$ cat src/sv/swm_pkg.sv
// ----------------------------------------------------------------------------
// swm_pkg
// Shared constants and controller/datapath command and status types for the
// sliding window median filter.
// ----------------------------------------------------------------------------
`default_nettype none

package swm_pkg;

  localparam int WINDOW_MAX_DEF  = 64;
  localparam int SAMPLE_BITS_DEF = 32;
  localparam int CFG_BITS        = 7;
  localparam int IN_BITS         = 32;

  typedef struct packed {
    logic accept;     // latch sample, write ring, start insertion
    logic ins_step;   // move larger entry up one slot
    logic put;        // write new sample into its slot, grow window
    logic med_lo;     // read lower middle entry and oldest sample
    logic med_hi;     // read upper middle entry
    logic emit;       // load result register, start search at entry 0
    logic del_step;   // search moves on to next entry
    logic del_found;  // match found, start shifting down
    logic del_shift;  // move next entry down one slot
    logic retire;     // shrink window, advance oldest pointer
  } cmd_t;

  typedef struct packed {
    logic fill_zero;
    logic ins_gt;
    logic ins_at_one;
    logic full_next;
    logic del_last;
    logic del_eq;
    logic sh_last;
    logic out_free;
  } sts_t;

endpackage

`default_nettype wire

$ cat src/sv/swm_ctrl.sv
// ----------------------------------------------------------------------------
// swm_ctrl
// Sequencer for the median filter: insertion into the sorted store, median
// read-out and removal of the oldest sample; input stalls outside idle.
// ----------------------------------------------------------------------------
`default_nettype none

module swm_ctrl (
  input  wire logic          clk,
  input  wire logic          rst_n,
  input  wire logic          in_valid,
  output logic               in_stall,
  input  swm_pkg::sts_t      sts,
  output swm_pkg::cmd_t      cmd
);
  import swm_pkg::*;

  typedef enum logic [7:0] {
    S_IDLE    = 8'b0000_0001,
    S_INS_CMP = 8'b0000_0010,
    S_INS_PUT = 8'b0000_0100,
    S_MED_LO  = 8'b0000_1000,
    S_MED_HI  = 8'b0001_0000,
    S_EMIT    = 8'b0010_0000,
    S_DEL_CMP = 8'b0100_0000,
    S_DEL_SH  = 8'b1000_0000
  } state_t;

  state_t state_r, state_nxt;

  always_ff @(posedge clk) begin
    if (!rst_n) begin
      state_r <= S_IDLE;
    end else begin
      state_r <= state_nxt;
    end
  end

  assign in_stall = (state_r != S_IDLE);

  always_comb begin
    state_nxt = state_r;
    cmd       = '0;
    case (state_r)
      S_IDLE: begin
        if (in_valid) begin
          cmd.accept = 1'b1;
          state_nxt  = sts.fill_zero ? S_INS_PUT : S_INS_CMP;
        end
      end
      S_INS_CMP: begin
        if (sts.ins_gt) begin
          cmd.ins_step = 1'b1;
          state_nxt    = sts.ins_at_one ? S_INS_PUT : S_INS_CMP;
        end else begin
          cmd.put   = 1'b1;
          state_nxt = sts.full_next ? S_MED_LO : S_IDLE;
        end
      end
      S_INS_PUT: begin
        cmd.put   = 1'b1;
        state_nxt = sts.full_next ? S_MED_LO : S_IDLE;
      end
      S_MED_LO: begin
        cmd.med_lo = 1'b1;
        state_nxt  = S_MED_HI;
      end
      S_MED_HI: begin
        cmd.med_hi = 1'b1;
        state_nxt  = S_EMIT;
      end
      S_EMIT: begin
        if (sts.out_free) begin
          cmd.emit  = 1'b1;
          state_nxt = S_DEL_CMP;
        end
      end
      S_DEL_CMP: begin
        if (sts.del_last) begin
          cmd.retire = 1'b1;
          state_nxt  = S_IDLE;
        end else if (sts.del_eq) begin
          cmd.del_found = 1'b1;
          state_nxt     = S_DEL_SH;
        end else begin
          cmd.del_step = 1'b1;
        end
      end
      S_DEL_SH: begin
        cmd.del_shift = 1'b1;
        if (sts.sh_last) begin
          cmd.retire = 1'b1;
          state_nxt  = S_IDLE;
        end
      end
      default: begin
        state_nxt = S_IDLE;
      end
    endcase
  end

endmodule

`default_nettype wire

$ cat src/sv/swm_dp.sv
// ----------------------------------------------------------------------------
// swm_dp
// Datapath: arrival ring, sorted store, window counters, median adder and
// result register.
// ----------------------------------------------------------------------------
`default_nettype none

module swm_dp #(
  parameter int WINDOW_MAX  = swm_pkg::WINDOW_MAX_DEF,
  parameter int SAMPLE_BITS = swm_pkg::SAMPLE_BITS_DEF
) (
  input  wire logic                            clk,
  input  wire logic                            rst_n,
  input  wire logic [swm_pkg::IN_BITS-1:0]     in_sample,
  input  wire logic                            cfg_wr_en,
  input  wire logic [swm_pkg::CFG_BITS-1:0]    cfg_wr_data,
  output logic                                 out_valid,
  input  wire logic                            out_stall,
  output logic [SAMPLE_BITS:0]                 out_median_x2,
  input  swm_pkg::cmd_t                        cmd,
  output swm_pkg::sts_t                        sts
);
  import swm_pkg::*;

  localparam int AW   = (WINDOW_MAX > 1) ? $clog2(WINDOW_MAX) : 1;
  localparam int KW   = $clog2(WINDOW_MAX + 1);
  localparam int CMPW = (KW > CFG_BITS) ? KW : CFG_BITS;

  typedef logic signed [SAMPLE_BITS-1:0] smp_t;

  smp_t sorted_mem [WINDOW_MAX];
  smp_t ring_mem   [WINDOW_MAX];

  logic [CFG_BITS-1:0] win_r;
  logic [KW-1:0]       fill_r;
  logic [AW-1:0]       oldest_r;
  logic [AW-1:0]       idx_r;
  smp_t                x_r;
  smp_t                lo_r;
  smp_t                srd_r;
  smp_t                rrd_r;
  logic                out_valid_r;
  logic [SAMPLE_BITS:0] out_data_r;

  smp_t                in_ext;
  logic [CMPW-1:0]     win_ext;
  logic [KW-1:0]       k_eff;
  logic [KW-1:0]       k_m1;
  logic [AW-1:0]       lo_addr;
  logic [AW-1:0]       hi_addr;
  logic [KW:0]         idx_x;
  logic [KW:0]         fill_x;
  logic [KW:0]         wsum;
  logic [KW:0]         wpos_x;
  logic [AW-1:0]       wpos;
  logic [AW-1:0]       oldest_inc;
  logic                s_we;
  logic [AW-1:0]       s_waddr;
  smp_t                s_wdata;
  logic                s_re;
  logic [AW-1:0]       s_raddr;
  logic                out_free;

  assign in_ext  = smp_t'(in_sample[SAMPLE_BITS-1:0]);
  assign win_ext = CMPW'(win_r);

  always_comb begin
    if (win_r == '0) begin
      k_eff = KW'(1);
    end else if (win_ext > CMPW'(WINDOW_MAX)) begin
      k_eff = KW'(WINDOW_MAX);
    end else begin
      k_eff = KW'(win_ext);
    end
  end

  assign k_m1    = k_eff - KW'(1);
  assign lo_addr = AW'(k_m1 >> 1);
  assign hi_addr = AW'(k_eff >> 1);

  assign idx_x  = (KW+1)'(idx_r);
  assign fill_x = (KW+1)'(fill_r);
  assign wsum   = (KW+1)'(oldest_r) + fill_x;
  assign wpos_x = (wsum >= (KW+1)'(WINDOW_MAX)) ? wsum - (KW+1)'(WINDOW_MAX) : wsum;
  assign wpos   = wpos_x[AW-1:0];
  assign oldest_inc = (oldest_r == AW'(WINDOW_MAX - 1)) ? '0 : oldest_r + AW'(1);

  assign out_free = !out_valid_r || !out_stall;

  assign sts.fill_zero  = (fill_r == '0);
  assign sts.ins_gt     = (srd_r > x_r);
  assign sts.ins_at_one = (idx_r == AW'(1));
  assign sts.full_next  = ((fill_x + (KW+1)'(1)) >= (KW+1)'(k_eff));
  assign sts.del_last   = ((idx_x + (KW+1)'(1)) >= fill_x);
  assign sts.del_eq     = (srd_r == rrd_r);
  assign sts.sh_last    = ((idx_x + (KW+1)'(2)) >= fill_x);
  assign sts.out_free   = out_free;

  // sorted store port control
  assign s_we    = cmd.ins_step || cmd.put || cmd.del_shift;
  assign s_waddr = idx_r;
  assign s_wdata = cmd.put ? x_r : srd_r;

  always_comb begin
    s_re    = 1'b0;
    s_raddr = '0;
    if (cmd.accept && !sts.fill_zero) begin
      s_re    = 1'b1;
      s_raddr = AW'(fill_r - KW'(1));
    end else if (cmd.ins_step && !sts.ins_at_one) begin
      s_re    = 1'b1;
      s_raddr = idx_r - AW'(2);
    end else if (cmd.med_lo) begin
      s_re    = 1'b1;
      s_raddr = lo_addr;
    end else if (cmd.med_hi) begin
      s_re    = 1'b1;
      s_raddr = hi_addr;
    end else if (cmd.emit) begin
      s_re    = 1'b1;
      s_raddr = '0;
    end else if (cmd.del_step || cmd.del_found) begin
      s_re    = 1'b1;
      s_raddr = idx_r + AW'(1);
    end else if (cmd.del_shift && !sts.sh_last) begin
      s_re    = 1'b1;
      s_raddr = idx_r + AW'(2);
    end
  end

  always_ff @(posedge clk) begin
    if (s_we) begin
      sorted_mem[s_waddr] <= s_wdata;
    end
  end

  always_ff @(posedge clk) begin
    if (s_re) begin
      srd_r <= sorted_mem[s_raddr];
    end
  end

  always_ff @(posedge clk) begin
    if (cmd.accept) begin
      ring_mem[wpos] <= in_ext;
    end
  end

  always_ff @(posedge clk) begin
    if (cmd.med_lo) begin
      rrd_r <= ring_mem[oldest_r];
    end
  end

  // payload registers
  always_ff @(posedge clk) begin
    if (cmd.accept) begin
      x_r <= in_ext;
    end
    if (cmd.med_hi) begin
      lo_r <= srd_r;
    end
    if (cmd.emit) begin
      out_data_r <= {lo_r[SAMPLE_BITS-1], lo_r} + {srd_r[SAMPLE_BITS-1], srd_r};
    end
    if (cmd.accept) begin
      idx_r <= AW'(fill_r);
    end else if (cmd.ins_step) begin
      idx_r <= idx_r - AW'(1);
    end else if (cmd.emit) begin
      idx_r <= '0;
    end else if (cmd.del_step || cmd.del_shift) begin
      idx_r <= idx_r + AW'(1);
    end
  end

  // control registers
  always_ff @(posedge clk) begin
    if (!rst_n) begin
      win_r       <= CFG_BITS'(1);
      fill_r      <= '0;
      oldest_r    <= '0;
      out_valid_r <= 1'b0;
    end else begin
      if (cfg_wr_en) begin
        win_r    <= cfg_wr_data;
        fill_r   <= '0;
        oldest_r <= '0;
      end else if (cmd.put) begin
        fill_r <= fill_r + KW'(1);
      end else if (cmd.retire) begin
        fill_r   <= fill_r - KW'(1);
        oldest_r <= oldest_inc;
      end
      if (cmd.emit) begin
        out_valid_r <= 1'b1;
      end else if (!out_stall) begin
        out_valid_r <= 1'b0;
      end
    end
  end

  assign out_valid     = out_valid_r;
  assign out_median_x2 = out_data_r;

`ifndef SYNTHESIS
  a_fill_range: assert property (@(posedge clk) disable iff (!rst_n)
    fill_x <= (KW+1)'(WINDOW_MAX))
    else $error("window fill count out of range");

  a_oldest_range: assert property (@(posedge clk) disable iff (!rst_n)
    (KW+1)'(oldest_r) < (KW+1)'(WINDOW_MAX))
    else $error("oldest pointer out of range");

  a_cfg_clears: assert property (@(posedge clk) disable iff (!rst_n)
    cfg_wr_en |=> (fill_r == '0) && (oldest_r == '0))
    else $error("window not cleared after config write");

  a_emit_free: assert property (@(posedge clk) disable iff (!rst_n)
    cmd.emit |-> out_free)
    else $error("result loaded over an untaken transaction");

  a_retire_full: assert property (@(posedge clk) disable iff (!rst_n)
    cmd.retire |-> (fill_r == k_eff))
    else $error("retire with window not full");
`endif

endmodule

`default_nettype wire

$ cat src/sv/sliding_window_median.sv
// A sample is taken only when idle; in_stall stays high until its insertion
// and, once the window is full, median read-out and removal are done.
// Reset (rst_n low, synchronous) empties the window and sets the window
// size to 1; no clearing pass, ready the cycle after reset.
// ----------------------------------------------------------------------------
// sliding_window_median
// Sliding-window median filter returning twice the median of the last K
// samples, kept in an arrival ring and a sorted store.
// ----------------------------------------------------------------------------
`default_nettype none

module sliding_window_median #(
  parameter int WINDOW_MAX  = swm_pkg::WINDOW_MAX_DEF,
  parameter int SAMPLE_BITS = swm_pkg::SAMPLE_BITS_DEF
) (
  input  wire logic                         clk,
  input  wire logic                         rst_n,
  input  wire logic                         in_valid,
  output logic                              in_stall,
  input  wire logic [swm_pkg::IN_BITS-1:0]  in_sample,
  output logic                              out_valid,
  input  wire logic                         out_stall,
  output logic [SAMPLE_BITS:0]              out_median_x2,
  input  wire logic                         cfg_wr_en,
  input  wire logic [swm_pkg::CFG_BITS-1:0] cfg_wr_data
);
  import swm_pkg::*;

  cmd_t cmd;
  sts_t sts;

  swm_ctrl u_ctrl (
    .clk      (clk),
    .rst_n    (rst_n),
    .in_valid (in_valid),
    .in_stall (in_stall),
    .sts      (sts),
    .cmd      (cmd)
  );

  swm_dp #(
    .WINDOW_MAX  (WINDOW_MAX),
    .SAMPLE_BITS (SAMPLE_BITS)
  ) u_dp (
    .clk           (clk),
    .rst_n         (rst_n),
    .in_sample     (in_sample),
    .cfg_wr_en     (cfg_wr_en),
    .cfg_wr_data   (cfg_wr_data),
    .out_valid     (out_valid),
    .out_stall     (out_stall),
    .out_median_x2 (out_median_x2),
    .cmd           (cmd),
    .sts           (sts)
  );

endmodule

`default_nettype wire
$ cat config.mk
export PLATFORM = sky130hd
export DESIGN_NAME = sliding_window_median
export DESIGN_NICKNAME = d
export VERILOG_FILES = /design/src/sv/swm_pkg.sv /design/src/sv/swm_ctrl.sv /design/src/sv/swm_dp.sv /design/src/sv/sliding_window_median.sv
export SDC_FILE = /design/constraint.sdc
export NUM_CORES = 2
export LEC_CHECK = 0
export ABC_AREA = 1
export BUFFER_PORTS_ARGS = -buffer_cell sky130_fd_sc_hd__buf_2
export CAP_MARGIN = 25
export CORE_MARGIN = 4
export CORE_UTILIZATION = 30
export CTS_CLUSTER_DIAMETER = 150
export DETAILED_ROUTE_END_ITERATION = 12
export PLACE_DENSITY_LB_ADDON = 0.08
export SLEW_MARGIN = 20
export SYNTH_ARGS = -nofsm -noshare
export SYNTH_HDL_FRONTEND = slang
export SYNTH_HIERARCHICAL = 1
export SYNTH_SLANG_ARGS = --single-unit
$ cat constraint.sdc
create_clock -name clk -period 5.9 [get_ports clk]
set_input_delay 1.18 -clock clk [delete_from_list [all_inputs] [get_ports clk]]
set_output_delay 1.18 -clock clk [all_outputs]
set_load 0.03 [all_outputs]
* Word-level counts from Yosys, hierarchy flattened
Memory sizes are Yosys's and may differ from the RTL's. A register that Yosys moved wholly into a read port is not among the register bits. Index checks and enable logic that the tools add are counted.
Storage, ports and cells: flip-flop bits (word level) 132, bits in latches 0, memory bits (writable) 4096, bits in read-only memories 0, memories kept 2
Memories:
- u_dp.ring_mem | depth 64, width 32, rd ports 1, clocked after memory_dff 1, write ports 1, line swm_dp.sv:32 | smp_t ring_mem [WINDOW_MAX];
- u_dp.sorted_mem | depth 64, width 32, rd ports 1, clocked after memory_dff 1, write ports 1, line swm_dp.sv:31 | smp_t sorted_mem [WINDOW_MAX];
Cells by class: add/subtract/negate cells 14, $mul 0, divide/modulo/power cells 0, order comparisons 6, equality and inequality tests 17, shifts and indexed selects 0, mux-type cells 59, bitwise logic cells 2, reductions and logical operators 20
Operator list (number):
- $mux 6 | 13
- $pmux 8 s8 | 1
- $mux 8 | 6
- $add 32x32->33 | 1
- $eq 32x32->1 | 1
- $gt 32x32->1 | 1
- $mux 32 | 1
- $mux 7 | 4
- $mux 1 | 27
- $ge 8x7->1 | 3
- $logic_not 7->1 | 2
- $sub 7x1->7 const B | 2
- $add 6x1->6 const B | 2
- $sub 6x1->6 const B | 2
- $add 6x7->8 | 1
- $add 7x1->8 const B | 1
- $eq 8x1->1 const B | 1
- $eq 8x2->1 const B | 1
- $eq 8x3->1 const B | 1
- $eq 8x4->1 const B | 1
- $eq 8x5->1 const B | 1
- $eq 8x6->1 const B | 1
- $eq 8x7->1 const B | 1
- $eq 8x8->1 const B | 1
- other kinds (26) | 42

* Logic depth before layout (Yosys ltp)
depth after elaboration 11, depth in mapped cells 32, gate-level depth less buffers 30

* Hierarchy
The synthesis kept the hierarchy.
Modules (own cells, without submodules):
- swm_dp | times used 1, cells an instance 14893, area each 180020.2 um^2, seq. area each 128433.2 um^2
- swm_ctrl | times used 1, cells an instance 102, area each 626.9 um^2, seq. area each 160.2 um^2

* Least setup slack after synthesis
Ideal clock, no wire load.
kind register to register, start register u_dp.srd_r[31], read port of u_dp.sorted_mem, end memory u_dp/sorted_mem[0][7] in the netlist's numbering, data pin, setup time 0.702 ns, arrival time 5.085 ns, required time 5.198 ns, path slack 0.114 ns, cell stages (with the launch flop) 16, path buffers 2, period minus slack after synthesis 5.786 ns, path through edfxtp_1 -> ha_1 -> nand2_1 -> inv_1 -> nand3_1 -> nor3_1 -> inv_1 -> nor4_1 -> o21ai_0 -> nand2_1 -> nor3_1 -> a221oi_1 -> o21ai_2 -> clkbuf_1 -> clkbuf_1 -> o21ai_0
RTL lines:
- from (decl) | line swm_dp.sv:40 | smp_t srd_r;
- to (decl) | line swm_dp.sv:31

==> results.json <==
{
  "fin_crit_sh_pct": 96.56,
  "synth_edf_count": 4263,
  "grt_pass1_vias": 117027,
  "cap_violations": 0,
  "coreArea_um2": 599100,
  "crit_arrival_ns": 6.47,
  "netlist_instances": 14995,
  "tightest_slew_ns": 1.079,
  "critPathCaptureType": "flop",
  "grt_antenna_before_repair": 44,
  "ir_drop_uv": 287.5,
  "wl_um": 659000,
  "total_power_mw": 72.09,
  "hp-class": "in -> reg",
  "cpPeakStageDelay_ns": 0.58,
  "setup_violations": 0,
  "tritoncts": "done",
  "cts_buffers": 523,
  "via_count": 119253,
  "yosysMostFrequentCell": "edfxtp_1",
  "yosys.area.top_type": "edfxtp_1",
  "grt_usage_pct": 20.83,
  "rsz0062_at_grt": "false",
  "critPathLaunchType": "flop",
  "ys_seq_area_share_pct": 71.18,
  "synth.avg_cell_area_um2": 12.05,
  "worst_path_most_repeated_cell": "nand3_1",
  "fin_worst_skew_ns": 0.05004,
  "cts_root_buf": "clkbuf_16",
  "post-synth-top-area-fraction_pct": 70.86,
  "grt_max_degree": 176,
  "critPathKind": "reg -> reg",
  "timing.setup.tns_ns": 0,
  "drt_iter0_drc": 9957,
  "start_util_pct": 30.15,
  "crit_fanout": 16,
  "status": "finished clean",
  "fmax_ghz": 0.1755,
  "synth_area_um2": 180600,
  "hpwl_um": 385300,
  "firstDrtPassIters": 8,
  "cts.path.max_buffers": 4,
  "max_slew_margin_pct": 28.06,
  "clk_latency_ns": 1.04,
  "clk_pin_slew_ns": 0.06,
  "grt_pass1_wl_um": 925300,
  "routedWlPerCell_um": 27.60,
  "gp_congestion": 0.7824,
  "die_w_um": 784.0,
  "drive_gt1_share_pct": 11.46,
  "synth_ff_type": "edfxtp_1",
  "synth_nets": 15144,
  "area_growth_pct": 18.35,
  "post_dp_cell_area_um2": 197800,
  "remaining_drc_errors": 0,
  "fin_nets": 15613,
  "io_buffers": 78,
  "ys_seq_elements": 4292,
  "power.leakage_nw": 76.34,
  "via_per_inst": 4.994,
  "ctsHtreeMaxLevel": 6,
  "cts_sinks": 4292,
  "ioPinCount": 79,
  "slew_violations": 0,
  "worstPathRequired_ns": 6.68,
  "die_h_um": 784.0,
  "rows": 284,
  "synth_commonest_cells": "4263 x edfxtp_1, 2289 x nand3_1, 1785 x nand2_1",
  "async_flop_share_pct": 0,
  "ys_types": 54,
  "die_area_um2": 614600,
  "p_per_area_nw_per_um2": 337.2,
  "ys_warn_count": 6,
  "finalInstanceArea_um2": 213800,
  "slowest_stage": "edfxtp_1",
  "overflow": 0,
  "yosys-top-cells-area": "edfxtp_1 71%, nand3_1 6.3%, nand2_1 3.7%",
  "period_needed_ns": 5.697,
  "hold_viol_final": 0,
  "antenna_left": 0
}
## state kept, by name (all words and copies together) (netlist names)
| name | cells |
|---|---|
| u_dp/out_valid | 1 |
| u_dp/ring_mem | 2048 |
| u_dp/srd_r | 32 |
| u_dp/rrd_r | 32 |
| u_dp/lo_r | 32 |
| u_dp/x_r | 32 |
| u_dp/fill_r | 7 |
| u_dp/out_median_x2 | 33 |
| u_dp/sorted_mem | 2048 |
| u_ctrl/state_r | 8 |
| u_dp/oldest_r | 6 |
| u_dp/win_ext | 7 |
| u_dp/idx_r | 6 |
## per-layer routing
| metal | global-route usage, % | vias to the layer above | wire length [um] |
|---|---|---|---|
| met5 | 0.1242 | - | 130 |
| met4 | 5.147 | 6 | 17350 |
| met1 | 28.81 | 61051 | 296500 |
| li1 | - | 54579 | - |
| met3 | 2.028 | 774 | 27980 |
| met2 | 35.19 | 2843 | 317000 |
## worst max-delay path, delay by kind of cell, from the launching register on
kind            cells  cell delay [ns]
flops               1             0.58
compound gates      1             0.19
xor+xnor            1             0.16
simple gates       17             3.08
buf+inv             8             1.31
## cell usage in the layout (no fill, tap or decap), types with 149 or more instances in the layout
cell       Yosys  routed
edfxtp_1    4263    4263
o21ai_0     1120    1087
o22ai_1      323     323
nand3_1     2289    2286
clkbuf_16      0     540
o221ai_1     196     196
buf_4         52     575
nand2_1     1785    1783
buf_12         0     271
nor2_1      1265    1134
inv_1       1466    1459
nand3b_1     644     644
a21oi_1      149     149
## path summary, 6_finish.rpt
kind	start	endpoint	slack, ns	depth (start not counted)
setup / recovery	u_dp/srd_r[29]	u_dp/srd_r[18]	0.20	27
hold / removal	cfg_wr_en	u_dp/win_ext[0]	0.48	2
setup reg to reg	u_dp/srd_r[29]	u_dp/srd_r[18]	0.20	27
hold reg to reg	u_dp/srd_r[0]	u_dp/lo_r[0]	0.49	0
## power by group
part | switching (mW) | leakage [nW] | internal [mW]
combinational | 5.19 | 30.0 | 2.21
sequential | 0.0682 | 38.6 | 34.0
clock | 13.0 | 7.72 | 17.5
total | 18.3 | 76.3 | 53.8
## timing repair
item | 4_1_cts | 5_1_grt
buffers inserted | 2 | 0
gates resized for setup | 2 | 2
pin swaps | 1 | 0
endpoints found under the hold margin | 0 | 0
setup endpoints to repair | 21 | 2
hold buffers | 0 | 0
## metrics by stage
step           setup slack [ns]  cells  utilization, %  hold slack, ns
2_1_floorplan            0.1135  14995               -          0.4500
3_3_place_gp            -0.3740  22939           33.00          0.4863
3_5_place_dp            -0.3360  22944           33.01          0.4982
4_1_cts                 0.02762  23863           35.67          0.3718
5_1_grt                 0.04653  23865           35.68          0.4399
6_report                 0.2032  23878           35.69          0.4759
## kinds of logic after synthesis
logic type	synth area share, %
simple gates	15.69
flops	71.18
buf+inv	5.603
compound gates	6.410
fa+ha+maj	0.7356
xor+xnor	0.3782
## cell type report
cell class                 instances  area (um2)
antenna                           14       35.03
clock buffer                     682       14070
clock inverter                   235        1818
fill                           59027      385300
inverter                        1486        5624
multi-input combinational       8236       43400
sequential                      4292      128600
tap                             8008       10020
timing repair buffer             925       10220
Power figures use the tool's default switching activity.
